--- src/rtl/kfd_pkg.sv ---
// Shared constants and types for the KISS deframer with address filter.
// No dependencies; imported by the interfaces, the modules and the checker.
package kfd_pkg;

  localparam logic [7:0] Fend  = 8'hC0;
  localparam logic [7:0] Fesc  = 8'hDB;
  localparam logic [7:0] Tfend = 8'hDC;
  localparam logic [7:0] Tfesc = 8'hDD;

  typedef enum logic [1:0] {
    ActNone     = 2'd0,
    ActAppend   = 2'd1,
    ActComplete = 2'd2,
    ActDiscard  = 2'd3
  } action_e;

  typedef enum logic {
    CfgOwnAddr = 1'b0,
    CfgSrcAddr = 1'b1
  } cfg_reg_e;

  typedef struct packed {
    action_e    action;
    logic [7:0] data_byte;
  } result_t;

endpackage

--- src/rtl/kfd_if.sv ---
// Handshake channels of the KISS deframer: byte input, result output, config write.
// Depends on kfd_pkg.
interface kfd_byte_if import kfd_pkg::*; ();
  logic       valid;
  logic       ready;
  logic [7:0] rx_byte;

  modport source (output valid, output rx_byte, input ready);
  modport sink   (input valid, input rx_byte, output ready);
endinterface

interface kfd_result_if import kfd_pkg::*; ();
  logic       valid;
  logic       ready;
  action_e    action;
  logic [7:0] data_byte;

  modport source (output valid, output action, output data_byte, input ready);
  modport sink   (input valid, input action, input data_byte, output ready);
endinterface

interface kfd_cfg_if import kfd_pkg::*; ();
  logic       valid;
  logic       ready;
  cfg_reg_e   reg_index;
  logic [7:0] data;

  modport source (output valid, output reg_index, output data, input ready);
  modport sink   (input valid, input reg_index, input data, output ready);
endinterface

--- src/rtl/kfd_fsm.sv ---
// Frame state machine: address filter, escape decoding and result register.
// Depends on kfd_pkg.
module kfd_fsm import kfd_pkg::*; (
  input  logic       clk_i,
  input  logic       rst_ni,
  input  logic       step_i,
  input  logic [7:0] byte_i,
  input  logic [7:0] own_addr_i,
  input  logic [7:0] src_addr_i,
  output result_t    result_o
);

  typedef enum logic [2:0] {
    StIdle   = 3'd0,
    StSrc    = 3'd1,
    StReject = 3'd2,
    StData   = 3'd3,
    StEsc    = 3'd4
  } state_e;

  state_e  state_q, state_d;
  result_t result_q, result_d;

  always_comb begin
    state_d            = state_q;
    result_d.action    = ActNone;
    result_d.data_byte = 8'h00;
    if (byte_i == Fend) begin
      // FEND always ends the frame; only an accepted one completes
      unique case (state_q)
        StSrc, StData, StEsc: result_d.action = ActComplete;
        default:              result_d.action = ActDiscard;
      endcase
      state_d = StIdle;
    end else begin
      unique case (state_q)
        StIdle: begin
          if (byte_i == own_addr_i) begin
            state_d            = StSrc;
            result_d.action    = ActAppend;
            result_d.data_byte = byte_i;
          end else begin
            state_d = StReject;
          end
        end
        StSrc: begin
          if (byte_i == src_addr_i) begin
            state_d            = StData;
            result_d.action    = ActAppend;
            result_d.data_byte = byte_i;
          end else begin
            state_d = StReject;
          end
        end
        StData: begin
          if (byte_i == Fesc) begin
            state_d = StEsc;
          end else begin
            result_d.action    = ActAppend;
            result_d.data_byte = byte_i;
          end
        end
        StEsc: begin
          if (byte_i == Tfend) begin
            state_d            = StData;
            result_d.action    = ActAppend;
            result_d.data_byte = Fend;
          end else if (byte_i == Tfesc) begin
            state_d            = StData;
            result_d.action    = ActAppend;
            result_d.data_byte = Fesc;
          end else begin
            state_d = StReject;
          end
        end
        default: begin
          // rejected frame: drop every byte up to the closing FEND
          state_d         = StReject;
          result_d.action = ActDiscard;
        end
      endcase
    end
  end

  always_ff @(posedge clk_i or negedge rst_ni) begin
    if (!rst_ni) begin
      state_q            <= StIdle;
      result_q.action    <= ActNone;
      result_q.data_byte <= 8'h00;
    end else if (step_i) begin
      state_q  <= state_d;
      result_q <= result_d;
    end
  end

  assign result_o = result_q;

endmodule

--- src/rtl/kiss_frame_deframer_addr_filter_unit.sv ---
// KISS deframer with address filter: one result beat per received byte beat.
// Path: an accepted byte lands in the input register; its result loads the result register
// once that register is free or draining.
// Throughput: one byte per cycle; input stalls only while the result register is held.
// Reset: clears frame state to waiting-for-destination, empties both stages,
// and sets own and source address registers to zero. Config is always ready.
module kiss_frame_deframer_addr_filter_unit import kfd_pkg::*; (
  input  logic   clk_i,
  input  logic   rst_ni,
  kfd_byte_if.sink     rx_i,
  kfd_result_if.source res_o,
  kfd_cfg_if.sink      cfg_i
);

  logic       in_valid_q, in_valid_d;
  logic [7:0] in_byte_q;
  logic       out_valid_q, out_valid_d;
  logic [7:0] own_addr_q, src_addr_q;
  logic       rx_beat, res_beat, step;
  result_t    result;

  // advance the input stage whenever the result register is free or draining
  assign step     = in_valid_q && (!out_valid_q || res_o.ready);
  assign rx_i.ready = !in_valid_q || step;
  assign rx_beat  = rx_i.valid && rx_i.ready;
  assign res_beat = out_valid_q && res_o.ready;

  always_comb begin
    in_valid_d = in_valid_q;
    if (rx_beat) begin
      in_valid_d = 1'b1;
    end else if (step) begin
      in_valid_d = 1'b0;
    end
    out_valid_d = out_valid_q;
    if (step) begin
      out_valid_d = 1'b1;
    end else if (res_beat) begin
      out_valid_d = 1'b0;
    end
  end

  always_ff @(posedge clk_i or negedge rst_ni) begin
    if (!rst_ni) begin
      in_valid_q  <= 1'b0;
      out_valid_q <= 1'b0;
    end else begin
      in_valid_q  <= in_valid_d;
      out_valid_q <= out_valid_d;
    end
  end

  always_ff @(posedge clk_i) begin
    if (rx_beat) begin
      in_byte_q <= rx_i.rx_byte;
    end
  end

  assign cfg_i.ready = 1'b1;

  always_ff @(posedge clk_i or negedge rst_ni) begin
    if (!rst_ni) begin
      own_addr_q <= 8'h00;
      src_addr_q <= 8'h00;
    end else if (cfg_i.valid) begin
      unique case (cfg_i.reg_index)
        CfgOwnAddr: own_addr_q <= cfg_i.data;
        CfgSrcAddr: src_addr_q <= cfg_i.data;
        default: ;
      endcase
    end
  end

  kfd_fsm u_fsm (
    .clk_i      (clk_i),
    .rst_ni     (rst_ni),
    .step_i     (step),
    .byte_i     (in_byte_q),
    .own_addr_i (own_addr_q),
    .src_addr_i (src_addr_q),
    .result_o   (result)
  );

  assign res_o.valid     = out_valid_q;
  assign res_o.action    = result.action;
  assign res_o.data_byte = result.data_byte;

endmodule

--- src/flat_wrapper.sv ---
// flat-port wrapper written by rule: the top's interface ports become plain ports
module kiss_frame_deframer_addr_filter_unit_flat import kfd_pkg::*;
  (clk_i, rst_ni, rx_i_valid, rx_i_rx_byte, rx_i_ready, res_o_valid, res_o_action, res_o_data_byte, res_o_ready, cfg_i_valid, cfg_i_reg_index, cfg_i_data, cfg_i_ready);
  kfd_byte_if rx_i_i ();
  kfd_result_if res_o_i ();
  kfd_cfg_if cfg_i_i ();
  input  logic clk_i;
  input  logic rst_ni;
  input wire logic [$bits(rx_i_i.valid)-1:0] rx_i_valid;
  input wire logic [$bits(rx_i_i.rx_byte)-1:0] rx_i_rx_byte;
  output wire logic [$bits(rx_i_i.ready)-1:0] rx_i_ready;
  output wire logic [$bits(res_o_i.valid)-1:0] res_o_valid;
  output wire logic [$bits(res_o_i.action)-1:0] res_o_action;
  output wire logic [$bits(res_o_i.data_byte)-1:0] res_o_data_byte;
  input wire logic [$bits(res_o_i.ready)-1:0] res_o_ready;
  input wire logic [$bits(cfg_i_i.valid)-1:0] cfg_i_valid;
  input wire logic [$bits(cfg_i_i.reg_index)-1:0] cfg_i_reg_index;
  input wire logic [$bits(cfg_i_i.data)-1:0] cfg_i_data;
  output wire logic [$bits(cfg_i_i.ready)-1:0] cfg_i_ready;
  assign rx_i_i.valid = rx_i_valid;
  assign rx_i_i.rx_byte = rx_i_rx_byte;
  assign rx_i_ready = rx_i_i.ready;
  assign res_o_valid = res_o_i.valid;
  assign res_o_action = res_o_i.action;
  assign res_o_data_byte = res_o_i.data_byte;
  assign res_o_i.ready = res_o_ready;
  assign cfg_i_i.valid = cfg_i_valid;
  assign cfg_i_i.reg_index = cfg_i_reg_index;
  assign cfg_i_i.data = cfg_i_data;
  assign cfg_i_ready = cfg_i_i.ready;
  kiss_frame_deframer_addr_filter_unit u_core (.clk_i(clk_i), .rst_ni(rst_ni), .rx_i(rx_i_i), .res_o(res_o_i), .cfg_i(cfg_i_i));
endmodule
--- config.mk ---
export PLATFORM = sky130hd
export DESIGN_NAME = kiss_frame_deframer_addr_filter_unit_flat
export DESIGN_NICKNAME = d
export VERILOG_FILES = /design/src/rtl/kfd_pkg.sv /design/src/rtl/kfd_if.sv /design/src/rtl/kfd_fsm.sv /design/src/rtl/kiss_frame_deframer_addr_filter_unit.sv /design/src/flat_wrapper.sv
export SDC_FILE = /design/constraint.sdc
export NUM_CORES = 1
export LEC_CHECK = 0
export ABC_AREA = 0
export BUFFER_PORTS_ARGS = -buffer_cell sky130_fd_sc_hd__clkbuf_2
export CORE_AREA = 2 2 65 67
export CTS_CLUSTER_DIAMETER = 40
export DETAILED_ROUTE_END_ITERATION = 10
export DIE_AREA = 0 0 67 69
export GPL_ROUTABILITY_DRIVEN = 1
export HOLD_SLACK_MARGIN = 0.03
export MAX_ROUTING_LAYER = met4
export PLACE_DENSITY = 0.73
export SYNTH_ARGS = -nofsm -noshare
export SYNTH_HDL_FRONTEND = slang
export SYNTH_SLANG_ARGS = --single-unit
--- constraint.sdc ---
create_clock -name clk_i -period 1.8 [get_ports clk_i]
set_input_delay 0.18 -clock clk_i [delete_from_list [all_inputs] [get_ports clk_i]]
set_output_delay 0.18 -clock clk_i [all_outputs]
set_load 0.01 [all_outputs]
==> impl_metrics.json <==
{
  "cp_slowest_cell": "edfxtp_1",
  "clockBufferDepth": 2,
  "core_mm2": 0.00391,
  "r2r_end": "u_core.u_fsm.result_o[1]$_DFFE_PN0P_",
  "routed_wirelength_mm": 4.48,
  "grt_remaining_overflow": 0,
  "synth_fa_ha_area_share_pct": 0,
  "path_buf_inv": 1,
  "synthSimpleGateAreaFrac_pct": 13.3,
  "p_per_area_mw_per_mm2": 857,
  "seq_area_frac_synth_pct": 54.6,
  "start_util_pct": 47.5,
  "clk_latency_ns": 0.29,
  "syn_area_per_cell_um2": 12.3,
  "cts_sinks": 39,
  "synth_edf_count": 8,
  "vias_per_cell": 5.71,
  "first_pass_iters": 5,
  "status": "finished, violations left",
  "routabilityCongestion": 0.896,
  "cts_made_buffers": 5,
  "synth-async-reset-ratio_pct": 79.5,
  "slew_headroom_pct": 46.4,
  "path_cells": "buf_6, xor2_1, nor4_1, nand4_1, o31a_1, a41oi_2",
  "fin_crit_ns": 1.87,
  "crit_end": "u_core.u_fsm.result_o[1]$_DFFE_PN0P_",
  "min_path_cells": 1,
  "synth_nets": 173,
  "grt_pass1_wl_mm": 7.33,
  "synth.most_common_cell": "dfrtp_1",
  "finalSetupTns_ns": -0.251,
  "grt_max_degree": 32,
  "grtUsageTotal_pct": 21.7,
  "layout-drive-gt1-share_pct": 40.2,
  "setup_viol": 6,
  "die-height_um": 69,
  "synthCells": 151,
  "antenna_cells": 0,
  "violations": "setup timing",
  "synth.distinct_cells": 40,
  "cp_data_arrival_time_ns": 2.07,
  "layout.nets": 225,
  "synth_top_area_share_pct": 41.7,
  "clock.fmax_mhz": 536,
  "dp_hpwl_mm": 3.25,
  "place_ws_ns": -0.0208,
  "routedWlPerCell_um": 17.6,
  "area_delta_synth_final_pct": 24.4,
  "synth_xor_area_share_pct": 7.54,
  "finalMaxSlewViolations": 0,
  "synthTopCellsByArea": "dfrtp_1 (42%), edfxtp_1 (13%), mux2_2 (9.7%)",
  "crit_type": "reg2reg",
  "tightestPinTransition_ns": 0.803,
  "crit_required_ns": 2.01,
  "ir_drop_mv": 0.627,
  "io_buffer_count": 33,
  "synth-seq-cells": 39,
  "hold_viol_final": 0,
  "grt_pass1_vias": 1537,
  "route.detailed.drc": 0,
  "io_pins": 35,
  "p_leak_uw": 0.000965,
  "rows": 23,
  "rsz0062_at_grt": "yes",
  "final.setup.worst_slack_ns": -0.0664,
  "cts_tree": "yes",
  "yosysTopAreaCell": "dfrtp_1",
  "synth_top_family_by_area": "simple AND/OR/NAND/NOR gates",
  "vias": 1451,
  "path_clk_slew_ns": 0.08,
  "final_antenna_net_count": 0,
  "timing.rr.start": "u_core.in_byte_q[2]$_DFFE_PP_",
  "reg2reg_depth": 6,
  "cpPeakStageDelay_ns": 0.42,
  "crit_family": "compound AO/OA/AOI/OAI gates",
  "synth_area_mm2": 0.00186,
  "post-route-period-util_pct": 104,
  "total_power_uw": 1980,
  "drtIter0Drc": 103,
  "clockRootBuffer": "clkbuf_8",
  "yosys_warnings": 0,
  "fp.dieW_um": 67,
  "r2r_slack_ns": -0.07,
  "maxCapViolCount": 0,
  "synth_compound_area_share_pct": 11.0,
  "antenna_found_initial": 0,
  "worst_setup_path_start_kind": "flip-flop",
  "min_path_type": "in2reg",
  "skew_ns": 0.00820,
  "crit_cells": 6,
  "dieArea_mm2": 0.00462,
  "cp_max_fo": 5,
  "end_kind": "flip-flop",
  "synth_ff_type": "dfrtp_1",
  "htreeDepth": 2,
  "synthTopCellsByCount": "dfrtp_1 (31), mux2_2 (16), nand2_1 (15)",
  "setup.worst_path.start": "u_core.in_byte_q[2]$_DFFE_PP_",
  "synth_mux_area_share_pct": 10.8
}
## worst reg2reg max path: cells and delay by family, from the launching register on
family | cells | cell delay (ns)
AO/OA/AOI/OAI | 2 | 0.60
buffers and inverters | 1 | 0.15
flip-flops | 1 | 0.42
AND/OR/NAND/NOR | 2 | 0.46
XOR/XNOR | 1 | 0.15
## area by class of cell
class                      count  area [um2]
fill                         336        1600
sequential                    39        1020
multi-input combinational    106         840
timing repair buffer          50         299
clock buffer                   7        86.3
tap                           50        62.6
clock inverter                 1        5.00
inverter                       1        3.75
## flip-flops by register name, indices dropped and copies added, names as in the netlist
name	count
u_core.in_byte_q	8
u_core.in_valid_q	1
u_core.own_addr_q	8
u_core.res_o.valid	1
u_core.src_addr_q	8
u_core.u_fsm.result_o	10
u_core.u_fsm.state_q	3
## worst min-delay path by stage
stage	from	endpoint	slack, ns
floorplan	rst_ni	u_core.in_valid_q$_DFFE_PN0P_	-0.12
global placement	rst_ni	u_core.in_valid_q$_DFFE_PN0P_	0.27
finish	rx_i_rx_byte[4]	u_core.in_byte_q[4]$_DFFE_PP_	0.06
detailed placement	rst_ni	u_core.in_valid_q$_DFFE_PN0P_	0.30
global route	rx_i_rx_byte[5]	u_core.in_byte_q[5]$_DFFE_PP_	0.04
CTS	rx_i_rx_byte[4]	u_core.in_byte_q[4]$_DFFE_PP_	0.05
## placed cells by master, fill, tap and decap left out, drive strengths merged, types with 2 or more instances in the layout
cell type and instances:
clkbuf 40, dfrtp 31, mux2 16, buf 16, nand2 15, xor2 12
edfxtp 8, a22oi 6, o21ai 6, xnor2 4, a31oi 4, nor4 3
nand2b 3, a21oi 3, a41oi 3, nor2 3, and2 3, nor2b 2
nand4 2, nand3 2, o31a 2, mux2i 2, a32oi 2, nand4bb 2
nor3b 2
## metrics by stage
step | util [%] | cell area [um2] | std cells | hold WS, ns
6_report | 59.1 | 2310 | 254 | 0.0593
5_1_grt | 59.1 | 2310 | 254 | 0.0428
4_1_cts | 57.6 | 2250 | 251 | 0.0500
3_5_place_dp | 54.7 | 2140 | 241 | 0.296
3_3_place_gp | 54.7 | 2140 | 241 | 0.269
2_1_floorplan | - | 1860 | 151 | -0.116
## kinds of logic after synthesis
group | Yosys count
other cells | 1
xor+xnor | 16
simple gates | 41
mux | 18
flops | 39
buf+inv | 7
compound gates | 29
## what timing repair did
action / in CTS / in global routing
pin swaps: 2 / 7
endpoints found under the hold margin: 31 / 0
cloned: 1 / 0
buffers inserted: 0 / 3
endpoints found under the setup margin: 9 / 10
hold buffers: 1 / 0
gates resized for setup: 2 / 6
## report_power, final
| part | total [uW] | switching [uW] | internal [uW] |
|---|---|---|---|
| Sequential | 1060 | 70.4 | 987 |
| Combinational | 322 | 156 | 166 |
| Clock | 602 | 293 | 309 |
| Total | 1980 | 520 | 1460 |
## layer usage
metal | vias to the layer above | GRT usage [%] | share of wire, % | wire length, um
met5 | - | - | 0 | 0
met4 | 0 | 10.7 | 2.9 | 130
met3 | 15 | 5.22 | 4.0 | 177
met2 | 39 | 34.3 | 53 | 2390
met1 | 738 | 25.4 | 40 | 1790
li1 | 659 | - | - | -
Note: power is estimated with default switching activity, not from simulation.
